**src/rtl/mm_pkg.sv**
```systemverilog
// Shared types, constants and helpers for the matrix multiplier.
package mm_pkg;

  localparam int MAX_DIM_DEF    = 8;
  localparam int ELEM_WIDTH_DEF = 16;
  localparam int FRAC_BITS      = 8;
  localparam int ACTION_W       = 2;
  localparam int IDX_W          = 3;
  localparam int DIM_REG_W      = 4;
  localparam int CFG_IDX_W      = 2;
  localparam int QUEUE_DEPTH    = 2;
  localparam int CMD_ADDR_W     = 8;
  localparam int CMD_VAL_W      = 32;

  localparam logic [DIM_REG_W-1:0] DIM_RESET = 4'd8;

  typedef enum logic [ACTION_W-1:0] {
    ACT_LOAD_A  = 2'd0,
    ACT_LOAD_B  = 2'd1,
    ACT_COMPUTE = 2'd2
  } action_t;

  typedef enum logic [CFG_IDX_W-1:0] {
    CFG_ROWS_A    = 2'd0,
    CFG_INNER_DIM = 2'd1,
    CFG_COLS_B    = 2'd2
  } cfg_idx_t;

  typedef struct packed {
    action_t                 kind;
    logic [CMD_ADDR_W-1:0]   addr;
    logic [CMD_VAL_W-1:0]    value;
  } cmd_t;

  typedef struct packed {
    logic             first;
    logic             last_k;
    logic             last_res;
    logic [IDX_W-1:0] row;
    logic [IDX_W-1:0] col;
  } tag_t;

  typedef enum logic {
    BK_IDLE,
    BK_RUN
  } back_state_t;

  // highest loop index for a dimension register, zero acting as one, values above max_dim acting as max_dim
  function automatic int last_index(input logic [DIM_REG_W-1:0] d, input int max_dim);
    int v;
    v = int'(d);
    if (v == 0) begin
      return 0;
    end
    if (v > max_dim) begin
      return max_dim - 1;
    end
    return v - 1;
  endfunction

endpackage

```
**src/rtl/mm_if.sv**
```systemverilog
// Channel interfaces: command input, result output, configuration writes.
interface mm_cmd_if #(
  parameter int ELEM_WIDTH = mm_pkg::ELEM_WIDTH_DEF
);
  logic                          valid;
  logic                          ready;
  logic [mm_pkg::ACTION_W-1:0]   action;
  logic [mm_pkg::IDX_W-1:0]      row;
  logic [mm_pkg::IDX_W-1:0]      col;
  logic signed [ELEM_WIDTH-1:0]  value;

  modport source (output valid, action, row, col, value, input ready);
  modport sink (input valid, action, row, col, value, output ready);
endinterface

interface mm_res_if #(
  parameter int ELEM_WIDTH = mm_pkg::ELEM_WIDTH_DEF
);
  logic                          valid;
  logic                          ready;
  logic [mm_pkg::IDX_W-1:0]      out_row;
  logic [mm_pkg::IDX_W-1:0]      out_col;
  logic signed [ELEM_WIDTH-1:0]  out_value;
  logic                          saturated;
  logic                          last;

  modport source (output valid, out_row, out_col, out_value, saturated, last, input ready);
  modport sink (input valid, out_row, out_col, out_value, saturated, last, output ready);
endinterface

interface mm_cfg_if;
  logic                          valid;
  logic                          ready;
  logic [mm_pkg::CFG_IDX_W-1:0]  index;
  logic [mm_pkg::DIM_REG_W-1:0]  data;

  modport source (output valid, index, data, input ready);
  modport sink (input valid, index, data, output ready);
endinterface

```
**src/rtl/mm_front.sv**
```systemverilog
// Front end: accepts command beats, drops out-of-range loads and unused action codes, forms queue entries.
module mm_front #(
  parameter int MAX_DIM    = mm_pkg::MAX_DIM_DEF,
  parameter int ELEM_WIDTH = mm_pkg::ELEM_WIDTH_DEF
) (
  mm_cmd_if.sink        cmd,
  output logic          push_valid,
  input  logic          push_ready,
  output mm_pkg::cmd_t  push_data
);
  import mm_pkg::*;

  logic keep;
  logic in_range;

  assign in_range = (int'(cmd.row) < MAX_DIM) && (int'(cmd.col) < MAX_DIM);

  always_comb begin
    case (action_t'(cmd.action))
      ACT_LOAD_A, ACT_LOAD_B: keep = in_range;
      ACT_COMPUTE:            keep = 1'b1;
      default:                keep = 1'b0;
    endcase
  end

  always_comb begin
    push_data.kind  = action_t'(cmd.action);
    push_data.addr  = CMD_ADDR_W'(int'(cmd.row) * MAX_DIM + int'(cmd.col));
    push_data.value = CMD_VAL_W'(unsigned'(cmd.value));
  end

  assign push_valid = cmd.valid && keep;
  assign cmd.ready  = !keep || push_ready;

endmodule

```
**src/rtl/mm_queue.sv**
```systemverilog
// Small command queue between front end and back end.
module mm_queue #(
  parameter int DEPTH = mm_pkg::QUEUE_DEPTH
) (
  input  logic          clk,
  input  logic          rst,
  input  logic          push_valid,
  output logic          push_ready,
  input  mm_pkg::cmd_t  push_data,
  output logic          pop_valid,
  input  logic          pop_ready,
  output mm_pkg::cmd_t  pop_data
);
  import mm_pkg::*;

  localparam int PTR_W = (DEPTH > 1) ? $clog2(DEPTH) : 1;
  localparam int CNT_W = $clog2(DEPTH + 1);

  cmd_t             slots [DEPTH];
  logic [PTR_W-1:0] wr_ptr;
  logic [PTR_W-1:0] rd_ptr;
  logic [CNT_W-1:0] count;
  logic             do_push;
  logic             do_pop;

  assign push_ready = (count != CNT_W'(DEPTH));
  assign pop_valid  = (count != '0);
  assign pop_data   = slots[rd_ptr];
  assign do_push    = push_valid && push_ready;
  assign do_pop     = pop_valid && pop_ready;

  always_ff @(posedge clk) begin
    if (do_push) begin
      slots[wr_ptr] <= push_data;
    end
  end

  always_ff @(posedge clk) begin
    if (rst) begin
      wr_ptr <= '0;
      rd_ptr <= '0;
      count  <= '0;
    end else begin
      if (do_push) begin
        wr_ptr <= (int'(wr_ptr) == DEPTH - 1) ? '0 : wr_ptr + 1'b1;
      end
      if (do_pop) begin
        rd_ptr <= (int'(rd_ptr) == DEPTH - 1) ? '0 : rd_ptr + 1'b1;
      end
      case ({do_push, do_pop})
        2'b10:   count <= count + 1'b1;
        2'b01:   count <= count - 1'b1;
        default: count <= count;
      endcase
    end
  end

endmodule

```
**src/rtl/mm_back.sv**
```systemverilog
// Back end: element stores, dot-product sequencer, MAC pipeline, result register.
module mm_back #(
  parameter int MAX_DIM    = mm_pkg::MAX_DIM_DEF,
  parameter int ELEM_WIDTH = mm_pkg::ELEM_WIDTH_DEF
) (
  input  logic          clk,
  input  logic          rst,
  input  logic          q_valid,
  output logic          q_pop,
  input  mm_pkg::cmd_t  q_data,
  mm_cfg_if.sink        cfg,
  mm_res_if.source      result
);
  import mm_pkg::*;

  localparam int DIM_W    = $clog2(MAX_DIM);
  localparam int DEPTH    = MAX_DIM * MAX_DIM;
  localparam int ADDR_W   = $clog2(DEPTH);
  localparam int PROD_W   = 2 * ELEM_WIDTH;
  localparam int ACC_FULL = PROD_W + $clog2(MAX_DIM) + 1;
  localparam int ACC_W    = (ACC_FULL > 64) ? 64 : ACC_FULL;
  localparam int Q_W      = ACC_W - FRAC_BITS;

  back_state_t state;
  back_state_t state_next;

  logic [DIM_REG_W-1:0] rows_a;
  logic [DIM_REG_W-1:0] inner_dim;
  logic [DIM_REG_W-1:0] cols_b;

  logic [DIM_W-1:0] nr_m1;
  logic [DIM_W-1:0] nk_m1;
  logic [DIM_W-1:0] nc_m1;
  logic [DIM_W-1:0] i;
  logic [DIM_W-1:0] j;
  logic [DIM_W-1:0] k;

  logic [ELEM_WIDTH-1:0] store_a [DEPTH];
  logic [ELEM_WIDTH-1:0] store_b [DEPTH];
  logic [ELEM_WIDTH-1:0] rd_a;
  logic [ELEM_WIDTH-1:0] rd_b;

  logic [ADDR_W-1:0]     waddr;
  logic [ELEM_WIDTH-1:0] wval;
  logic [ADDR_W-1:0]     raddr_a;
  logic [ADDR_W-1:0]     raddr_b;

  logic we_a;
  logic we_b;
  logic start;
  logic issue;
  logic adv;
  logic final_step;

  tag_t                     issue_tag;
  logic                     s1_valid;
  tag_t                     s1_tag;
  logic                     s2_valid;
  tag_t                     s2_tag;
  logic signed [PROD_W-1:0] prod;
  logic signed [ACC_W-1:0]  acc;
  logic signed [ACC_W-1:0]  acc_sum;
  logic signed [Q_W-1:0]    q;
  logic [Q_W-ELEM_WIDTH:0]  q_top;
  logic                     fits;
  logic [ELEM_WIDTH-1:0]    sat_value;

  logic                  out_valid;
  logic [IDX_W-1:0]      out_row;
  logic [IDX_W-1:0]      out_col;
  logic [ELEM_WIDTH-1:0] out_value;
  logic                  out_sat;
  logic                  out_last;

  assign cfg.ready = 1'b1;

  always_ff @(posedge clk) begin
    if (rst) begin
      rows_a    <= DIM_RESET;
      inner_dim <= DIM_RESET;
      cols_b    <= DIM_RESET;
    end else if (cfg.valid) begin
      case (cfg_idx_t'(cfg.index))
        CFG_ROWS_A:    rows_a    <= cfg.data;
        CFG_INNER_DIM: inner_dim <= cfg.data;
        CFG_COLS_B:    cols_b    <= cfg.data;
        default: ;
      endcase
    end
  end

  assign adv        = !out_valid || result.ready;
  assign final_step = (k == nk_m1) && (j == nc_m1) && (i == nr_m1);

  always_comb begin
    state_next = state;
    case (state)
      BK_IDLE: begin
        if (q_valid && q_data.kind == ACT_COMPUTE) begin
          state_next = BK_RUN;
        end
      end
      BK_RUN: begin
        if (adv && final_step) begin
          state_next = BK_IDLE;
        end
      end
      default: state_next = BK_IDLE;
    endcase
  end

  always_comb begin
    q_pop = 1'b0;
    issue = 1'b0;
    case (state)
      BK_IDLE: q_pop = q_valid;
      BK_RUN:  issue = adv;
      default: ;
    endcase
  end

  assign we_a  = q_pop && (q_data.kind == ACT_LOAD_A);
  assign we_b  = q_pop && (q_data.kind == ACT_LOAD_B);
  assign start = q_pop && (q_data.kind == ACT_COMPUTE);

  always_ff @(posedge clk) begin
    if (rst) begin
      state <= BK_IDLE;
    end else begin
      state <= state_next;
    end
  end

  always_ff @(posedge clk) begin
    if (start) begin
      nr_m1 <= DIM_W'(last_index(rows_a, MAX_DIM));
      nk_m1 <= DIM_W'(last_index(inner_dim, MAX_DIM));
      nc_m1 <= DIM_W'(last_index(cols_b, MAX_DIM));
      i     <= '0;
      j     <= '0;
      k     <= '0;
    end else if (issue) begin
      if (k == nk_m1) begin
        k <= '0;
        if (j == nc_m1) begin
          j <= '0;
          i <= i + 1'b1;
        end else begin
          j <= j + 1'b1;
        end
      end else begin
        k <= k + 1'b1;
      end
    end
  end

  assign waddr   = q_data.addr[ADDR_W-1:0];
  assign wval    = q_data.value[ELEM_WIDTH-1:0];
  assign raddr_a = ADDR_W'(int'(i) * MAX_DIM + int'(k));
  assign raddr_b = ADDR_W'(int'(k) * MAX_DIM + int'(j));

  always_ff @(posedge clk) begin
    if (we_a) begin
      store_a[waddr] <= wval;
    end
    if (adv) begin
      rd_a <= store_a[raddr_a];
    end
  end

  always_ff @(posedge clk) begin
    if (we_b) begin
      store_b[waddr] <= wval;
    end
    if (adv) begin
      rd_b <= store_b[raddr_b];
    end
  end

  always_comb begin
    issue_tag.first    = (k == '0);
    issue_tag.last_k   = (k == nk_m1);
    issue_tag.last_res = final_step;
    issue_tag.row      = IDX_W'(i);
    issue_tag.col      = IDX_W'(j);
  end

  always_ff @(posedge clk) begin
    if (rst) begin
      s1_valid  <= 1'b0;
      s2_valid  <= 1'b0;
      out_valid <= 1'b0;
    end else if (adv) begin
      s1_valid  <= issue;
      s2_valid  <= s1_valid;
      out_valid <= s2_valid && s2_tag.last_k;
    end
  end

  // truncate toward minus infinity, then clip to the element range
  always_comb begin
    acc_sum   = s2_tag.first ? ACC_W'(prod) : acc + ACC_W'(prod);
    q         = Q_W'(acc_sum >>> FRAC_BITS);
    q_top     = q[Q_W-1:ELEM_WIDTH-1];
    fits      = (&q_top) || !(|q_top);
    sat_value = q[Q_W-1] ? {1'b1, {(ELEM_WIDTH-1){1'b0}}}
                         : {1'b0, {(ELEM_WIDTH-1){1'b1}}};
  end

  always_ff @(posedge clk) begin
    if (adv) begin
      s1_tag <= issue_tag;
      s2_tag <= s1_tag;
      prod   <= $signed(rd_a) * $signed(rd_b);
      if (s2_valid) begin
        acc <= acc_sum;
      end
      if (s2_valid && s2_tag.last_k) begin
        out_row   <= s2_tag.row;
        out_col   <= s2_tag.col;
        out_value <= fits ? q[ELEM_WIDTH-1:0] : sat_value;
        out_sat   <= !fits;
        out_last  <= s2_tag.last_res;
      end
    end
  end

  assign result.valid     = out_valid;
  assign result.out_row   = out_row;
  assign result.out_col   = out_col;
  assign result.out_value = out_value;
  assign result.saturated = out_sat;
  assign result.last      = out_last;

endmodule

```
**src/rtl/matrix_multiply_top.sv**
```systemverilog
// Top level of the fixed-point matrix multiplier.
//
// Channels: cmd takes load-A, load-B and compute beats; cfg writes the
// rows_a, inner_dim and cols_b registers; result returns one beat per
// element of C = A * B in row-major order, last set on the final one.
// Load beats are taken one per cycle while the queue has room and written
// into the A or B store as they leave the command queue; out-of-range
// loads and unused action codes are accepted and dropped. A compute beat runs
// one MAC per cycle from the two store read ports while the result is not
// stalled, summing over the inner dimension for each result element.
// Commands behind a compute wait in a two-entry queue until its last MAC is
// issued.
// A stalled result holds the output register and freezes the MAC pipeline;
// commands keep entering the queue until it fills.
// Reset empties the queue and pipeline and sets all three dimensions to 8;
// the stores are not cleared and read undefined until loaded.
module matrix_multiply_top #(
  parameter int MAX_DIM    = mm_pkg::MAX_DIM_DEF,
  parameter int ELEM_WIDTH = mm_pkg::ELEM_WIDTH_DEF
) (
  input  logic     clk,
  input  logic     rst,
  mm_cmd_if.sink   cmd,
  mm_cfg_if.sink   cfg,
  mm_res_if.source result
);
  import mm_pkg::*;

  logic push_valid;
  logic push_ready;
  cmd_t push_data;
  logic pop_valid;
  logic pop_ready;
  cmd_t pop_data;

  mm_front #(
    .MAX_DIM    (MAX_DIM),
    .ELEM_WIDTH (ELEM_WIDTH)
  ) u_front (
    .cmd        (cmd),
    .push_valid (push_valid),
    .push_ready (push_ready),
    .push_data  (push_data)
  );

  mm_queue #(
    .DEPTH (QUEUE_DEPTH)
  ) u_queue (
    .clk        (clk),
    .rst        (rst),
    .push_valid (push_valid),
    .push_ready (push_ready),
    .push_data  (push_data),
    .pop_valid  (pop_valid),
    .pop_ready  (pop_ready),
    .pop_data   (pop_data)
  );

  mm_back #(
    .MAX_DIM    (MAX_DIM),
    .ELEM_WIDTH (ELEM_WIDTH)
  ) u_back (
    .clk     (clk),
    .rst     (rst),
    .q_valid (pop_valid),
    .q_pop   (pop_ready),
    .q_data  (pop_data),
    .cfg     (cfg),
    .result  (result)
  );

endmodule

```
**src/flat_wrapper.sv**
```systemverilog
// flat-port wrapper written by rule: the top's interface ports become plain ports
module matrix_multiply_top_flat import mm_pkg::*;
#(
  parameter int MAX_DIM    = mm_pkg::MAX_DIM_DEF,
  parameter int ELEM_WIDTH = mm_pkg::ELEM_WIDTH_DEF
)
  (clk, rst, cmd_valid, cmd_action, cmd_row, cmd_col, cmd_value, cmd_ready, cfg_valid, cfg_index, cfg_data, cfg_ready, result_valid, result_out_row, result_out_col, result_out_value, result_saturated, result_last, result_ready);
  mm_cmd_if #(.ELEM_WIDTH(ELEM_WIDTH)) cmd_i ();
  mm_cfg_if cfg_i ();
  mm_res_if #(.ELEM_WIDTH(ELEM_WIDTH)) result_i ();
  input  logic clk;
  input  logic rst;
  input wire logic [$bits(cmd_i.valid)-1:0] cmd_valid;
  input wire logic [$bits(cmd_i.action)-1:0] cmd_action;
  input wire logic [$bits(cmd_i.row)-1:0] cmd_row;
  input wire logic [$bits(cmd_i.col)-1:0] cmd_col;
  input wire logic [$bits(cmd_i.value)-1:0] cmd_value;
  output wire logic [$bits(cmd_i.ready)-1:0] cmd_ready;
  input wire logic [$bits(cfg_i.valid)-1:0] cfg_valid;
  input wire logic [$bits(cfg_i.index)-1:0] cfg_index;
  input wire logic [$bits(cfg_i.data)-1:0] cfg_data;
  output wire logic [$bits(cfg_i.ready)-1:0] cfg_ready;
  output wire logic [$bits(result_i.valid)-1:0] result_valid;
  output wire logic [$bits(result_i.out_row)-1:0] result_out_row;
  output wire logic [$bits(result_i.out_col)-1:0] result_out_col;
  output wire logic [$bits(result_i.out_value)-1:0] result_out_value;
  output wire logic [$bits(result_i.saturated)-1:0] result_saturated;
  output wire logic [$bits(result_i.last)-1:0] result_last;
  input wire logic [$bits(result_i.ready)-1:0] result_ready;
  assign cmd_i.valid = cmd_valid;
  assign cmd_i.action = cmd_action;
  assign cmd_i.row = cmd_row;
  assign cmd_i.col = cmd_col;
  assign cmd_i.value = cmd_value;
  assign cmd_ready = cmd_i.ready;
  assign cfg_i.valid = cfg_valid;
  assign cfg_i.index = cfg_index;
  assign cfg_i.data = cfg_data;
  assign cfg_ready = cfg_i.ready;
  assign result_valid = result_i.valid;
  assign result_out_row = result_i.out_row;
  assign result_out_col = result_i.out_col;
  assign result_out_value = result_i.out_value;
  assign result_saturated = result_i.saturated;
  assign result_last = result_i.last;
  assign result_i.ready = result_ready;
  matrix_multiply_top #(.MAX_DIM(MAX_DIM), .ELEM_WIDTH(ELEM_WIDTH)) u_core (.clk(clk), .rst(rst), .cmd(cmd_i), .cfg(cfg_i), .result(result_i));
endmodule
```
**config.mk**
```make
export PLATFORM = sky130hd
export DESIGN_NAME = matrix_multiply_top_flat
export DESIGN_NICKNAME = d
export VERILOG_FILES = /design/src/rtl/mm_pkg.sv /design/src/rtl/mm_if.sv /design/src/rtl/mm_front.sv /design/src/rtl/mm_queue.sv /design/src/rtl/mm_back.sv /design/src/rtl/matrix_multiply_top.sv /design/src/flat_wrapper.sv
export SDC_FILE = /design/constraint.sdc
export NUM_CORES = 2
export LEC_CHECK = 0
export CAP_MARGIN = 20
export CELL_PAD_IN_SITES_DETAIL_PLACEMENT = 1
export CELL_PAD_IN_SITES_GLOBAL_PLACEMENT = 2
export CORE_MARGIN = 2
export CORE_UTILIZATION = 46
export CTS_CLUSTER_SIZE = 25
export DETAILED_ROUTE_END_ITERATION = 10
export DONT_BUFFER_PORTS = 1
export HOLD_SLACK_MARGIN = 0.1
export PLACE_DENSITY = 0.73
export SLEW_MARGIN = 30
export SYNTH_ARGS = -nofsm -noshare
export SYNTH_HDL_FRONTEND = slang
export SYNTH_SLANG_ARGS = --single-unit
```
**constraint.sdc**
```tcl
create_clock -name clk -period 6.16 [get_ports clk]
set_input_delay 0 -clock clk [delete_from_list [all_inputs] [get_ports clk]]
set_output_delay 0 -clock clk [all_outputs]
set_load 0.005 [all_outputs]
```
# Word level (Yosys, flattened, before mapping)
# Memory sizes are Yosys's and may differ from the RTL's. A register that Yosys moved wholly into a read port is not among the register bits.
# Cells that the tools add are included.
classes:
  n_addsub: 14
  mul: 1
  magnitude_cmp: 3
  eq_ne: 12
  n_mux: 43
  bitwise: 1
  n_reduce_logical: 37
ops:
  columns: ["op", "count"]
  rows:
  - ["$add 36x32->36", 1]
  - ["$mux 36", 1]
  - ["$mul 16x16->32", 1]
  - ["$mux 16", 2]
  - ["$mux 1", 30]
  - ["$mux 3", 8]
  - ["$reduce_and 13->1", 1]
  - ["$reduce_or 13->1", 1]
  - ["$add 6x3->6", 2]
  - ["$gt 4x4->1 const B", 3]
  - ["$logic_not 4->1", 3]
  - ["$reduce_and 2->1", 6]
  - ["$logic_and 1x1->1", 11]
  - ["$add 3x1->3 const B", 3]
  - ["$eq 3x3->1", 3]
  - ["$sub 3x1->3 const B", 3]
  - ["$eq 2x1->1 const B", 4]
  - ["$eq 2x2->1 const B", 4]
  - ["$add 6x3->7", 1]
  - ["$logic_not 2->1", 3]
  - ["$logic_not 1->1", 4]
  - ["$pmux 2 s2", 1]
  - ["$reduce_bool 2->1", 2]
  - ["$logic_not 3->1", 1]
  - ["9 further kinds", 12]
word_totals:
  regBits: 148
  ramBits: 2098
  in_bits: 35
  out_inout_bits: 27
  wordCells: 147
  memories: 3
memory_table:
  columns: ["name", "words", "word_bits", "read_ports", "rd_ports_with_merged_regs", "wr", "line_no", "source"]
  rows:
  - ["u_core.u_back.store_a", 64, 16, 1, 1, 1, "mm_back.sv:38", "logic [ELEM_WIDTH-1:0] store_a [DEPTH];"]
  - ["u_core.u_back.store_b", 64, 16, 1, 1, 1, "mm_back.sv:39", "logic [ELEM_WIDTH-1:0] store_b [DEPTH];"]
  - ["u_core.u_queue.slots", 2, 25, 1, 1, 1, "mm_queue.sv:19", "cmd_t slots [DEPTH];"]

# Depth between registers and ports, before layout
logic_depth:
  ltp_word: 7
  mapped_depth: 24
  mapped_depth_nobuf: 23

# Cells and area by module
# A second synthesis with hierarchy kept.
unflattened:
  hier_cells: 5090
  hier_area_um2: 100206.1
by_module_without_submodules:
  columns: ["module", "instances", "cells_per_inst", "area_per_inst_um2", "seq_area_each_um2"]
  rows:
  - ["mm_back", 1, 4890, 96628.9, 66533.8]
  - ["mm_queue", 1, 155, 3243.1, 2622.5]
  - ["mm_front", 1, 45, 334.1, 0.0]

# Worst setup path after synthesis
# No wires, ideal clock.
synth_timing:
  kind: "register to register"
  start: "register u_core.u_back.rd_a[7], read port of u_core.u_back.store_a"
  end: "register u_core.u_back.prod[31], data pin"
  setup_ns: 0.262
  t_arrival_ns: 6.319
  required_time_ns: 5.898
  slack_ns: -0.421
  stages_incl_launch_ff: 25
  path_buffers: 1
  period_less_slack_ns: 6.581
  cell_sequence: "edfxtp_1 -> clkbuf_1 -> nand2_1 -> fa_1 -> inv_1 -> fa_1 -> inv_1 -> fa_1 -> inv_1 -> fa_1 -> fa_1 -> inv_1 -> fa_1 -> inv_1 -> ha_1 -> a21o_1 -> a21o_1 -> a221oi_1 -> o211a_1 -> o211ai_1 -> a2111oi_0 -> o41ai_1 -> a211o_1 -> a21oi_1 -> xor2_1"
synth_between:
  elab_chain_cells: 1
synth_lines:
  columns: ["element", "line_no", "source"]
  rows:
  - ["from (decl)", "mm_back.sv:40", "logic [ELEM_WIDTH-1:0] rd_a;"]
  - ["$mul 16x16->32", "mm_back.sv:214", "prod <= $signed(rd_a) * $signed(rd_b);"]
  - ["to (signal assigned)", "mm_back.sv:214", null]
  - ["to (decl)", "mm_back.sv:60", "logic signed [PROD_W-1:0] prod;"]
# Every way passes these cells.
# A chain may end at the register's enable or synchronous reset.

# Worst setup path in the final report
layout_timing:
  start: "register u_core.u_back.rd_b[4], read port of u_core.u_back.store_b"
  end: "register u_core.u_back.prod[31], data pin"
layout_between:
  elab_chain_cells: 1
layout_lines:
  columns: ["element", "line_no", "source"]
  rows:
  - ["from (decl)", "mm_back.sv:41", "logic [ELEM_WIDTH-1:0] rd_b;"]
  - ["$mul 16x16->32", "mm_back.sv:214", null]
# Every way passes these cells.

==> out/results.ini <==
[run_status]
outcome=finished with violations
violations=setup timing

[timing]
rsz0062_at_grt=true
final.hold.worst_slack_ns=0.146
final.setup_skew_ns=0.0978
worst-slew-pin-transition_ns=0.968
final_min_period_over_clock_period_pct=106
slew_headroom_pct=35.4
hold_viol=0
fin_crit_ns=6.50
setup_viol_count_final=7
max_freq_mhz=154
number_of_slew_limit_violations_in_the_final_report=0
setup_ws_ns=-0.344

[critical_path]
worstSetupStartpoint=u_core.u_back.rd_b[4]
critical_path.cell_chain=buf_6, buf_4, and2_1, fa_1, inv_1, fa_2, fa_1, inv_1, fa_1, fa_1, inv_1, fa_1, inv_1, ha_1, and3_4, and4_1, o21ai_2, o211a_1, o211ai_1, a2111oi_4, o41ai_4, a211o_1, a21oi_2, xor2_1
crit_end=u_core.u_back.prod[31]
startpoint_type=register
regToRegSetupSlack_ns=-0.34
critical_path_peak_fanout=5
crit_buf_inv=6
path_common_cell=fa_1
worst-path-stages=24
crit_type=register to register
r2r-end=u_core.u_back.prod[31]
arrival_ns=7.05
crit_path_max_incr_delay_ns=0.54
critical_path.top_delay_family=adder cells
ff2ff_path_depth=24
cp_data_required_time_ns=6.70
category_of_the_worst_setup_path_capture_point=register
slowest_stage=fa_1
r2r_start=u_core.u_back.rd_b[4]

[die]
number_of_top_level_pins=62
design.die.area_um2=217000
core-area_um2=212000
die_height_um=466
die_x_um=466
std_cell_rows=169
initial_core_util_pct=46.3

[drt]
drt-total-wl_um=245000
drt_drc_violations_left=0
m1WireLength_um=107000
final_antenna_net_count=0
wl_per_cell_um=29.2
viasPerCell=5.82
met2_length_um=116000
dr.max_layer_used=met5
initialDrtViolationCount=5295
routed-via-count=48700
met3_wirelength_um=17600
drt-pass1-iter-count=6

[grt]
grt.total_usage_pct=22.8
grt_start_max_net_pins=85
grt_overflow_total=0
grt_antenna_before_repair=10
first_global_vias=52000
grt_pass1_wl_um=362000

[placement]
place_congestion=0.823
io_buf_count=0
post-place-ws_ns=-0.478
dpl.hpwl_um=153000

[clock_network]
cts_sinks=2277
tritoncts=built
cts-buffers-inserted=227
ctsHtreeMaxLevel=4
clock_root_buffer=clkbuf_16
clock_pin_slew_on_the_worst_setup_and_hold_paths_ns=0.06
worst_skew_pair.late_latency_ns=0.89
maximum_clock_path_buffer_count=3

[logic_synthesis]
proportion_of_netlist_area_held_by_the_largest_area_contributor_pct=68.7
ys_dominant_reg_cell=edfxtp_1
synth.lib_cells_used.distinct=89
syn_inst=4947
ys_ff_latch=2277
synth_top_cell_by_area=edfxtp_1
mapped_area_um2=98300
synth_warnings=0
ys_top_cells_by_area=edfxtp_1, mux4_2, fa_1, ha_1, inv_1
synth_enable_flop_cells=2247
syn_area_per_cell_um2=19.9
synth-seq-area-share_pct=69.3
ys_async_sr_fraction_pct=0
synth_fp_nets=5370

[cells_and_area]
area_delta_synth_final_pct=14.5
layout-drive-gt1-share_pct=26.0
most-common-layout-cells=edfxtp_1, mux4_2, inv_1, buf_4, fa_1
most_common_cell_after_layout_fill_and_taps_aside=edfxtp_1
nets=5783
finalCoreUtilization_pct=53.0

[job]
maxCapViolCount=0

[hold_path]
worst_hold_check_path_type=input pin to register

==> worst min-delay path by stage <==
stage	startpoint	endpoint	slack, ns	cells past startpoint
final	rst	u_core.u_back.s2_valid	0.15	3
after CTS	cmd_action[0]	u_core.u_queue.slots[0][10]	0.10	4
after detailed placement	rst	register	0.07	1
after global routing	rst	u_core.u_back.s2_valid	0.14	3
after floorplan	rst	u_core.u_back.cols_b[3]	0.09	1
after global placement	rst	register	0.07	1
==> per-layer routing <==
layer	global-route usage (%)	up-vias
met5	0	-
met4	4.47	2
met2	35.6	1751
met3	3.76	270
li1	-	20300
met1	34.4	26400
==> tightest hold or removal path: stages <==
cell and delay (ns):
dlygate4sd3_1 0.54, buf_2 0.30, nor2_1 0.15
==> metrics by stage <==
step / setup TNS, ns / instance area, µm² / instances
after detailed placement: -3.28 / 104000 / 7851
after floorplan: -0.0326 / 98400 / 4947
after global routing: -3.47 / 112000 / 8372
final: -1.42 / 112000 / 8376
after global placement: -2.62 / 104000 / 7851
after CTS: -1.79 / 112000 / 8357
==> final cells by class <==
class / count / area (µm²)
well taps: 2821 / 3530
clock buffers: 284 / 5980
clock inverters: 135 / 1710
repair buffers: 403 / 3460
diodes: 5 / 12.5
inverters: 338 / 1270
flip-flops and latches: 2277 / 68100
fillers: 18800 / 99800
multi-input cells: 2113 / 28400
==> kinds of logic (layout without fill, tap and decap cells) <==
kind of cell    count (synthesis)  in the layout  synth area share, %
compound gates                247            247                 1.75
simple gates                  683            683                 3.28
other cells                     1              6              0.00382
fa+ha+maj                     394            394                 7.01
xor+xnor                       77             77                0.686
mux                           711            711                 15.8
buf+inv                       557           1160                 2.15
flops                        2277           2277                 69.3
==> state kept, by name (all words and copies together), names as in the netlist, 4 cells and up, named ones only <==
register and cells:
u_core.u_back.acc 36, u_core.u_back.cols_b 4, u_core.u_back.inner_dim 4, u_core.u_back.prod 32
u_core.u_back.rd_a 16, u_core.u_back.rd_b 16, u_core.u_back.result.out_value 16, u_core.u_back.rows_a 4
u_core.u_back.s1_tag 9, u_core.u_back.s2_tag 9, u_core.u_back.store_a 1024, u_core.u_back.store_b 1024
u_core.u_queue.slots 48
==> cell usage after synthesis (4+ instances only) <==
cell type  number
nor2_1        220
mux2i_1        16
dfxtp_1        30
and4_1          4
buf_2           5
and2_1        130
or2_2           4
o21bai_1        5
xor2_1         29
o21ai_2        10
nor2b_1         9
mux4_2        672
clkbuf_1      147
nor3b_1         6
maj3_1          6
a31oi_1         6
o211ai_1        7
a21o_1         26
nor4_1          6
o21ai_1         6
o21a_1         18
nand4_1         8
nand2b_1       17
ha_1          125
fa_1          263
mux2_2         21
inv_1         336
or3_1           6
o22ai_1         5
nor3_1         16
nand3_1        18
nand2_1       216
a21oi_1        73
and3_1          8
o31a_1          4
edfxtp_1     2247
buf_1          64
a211o_1         7
xnor2_1        48
o21ai_0        32
o32ai_1         9
==> what timing repair did <==
item,in CTS,in global routing
pin swaps,25,33
gates resized for setup,26,39
setup endpoints to repair,10,10
hold endpoints to repair,135,17
hold buffers,79,1
buffers inserted,8,16
Power is not shown: default switching activity piles up to over one toggle a cycle in this logic, so the estimate is an artifact.
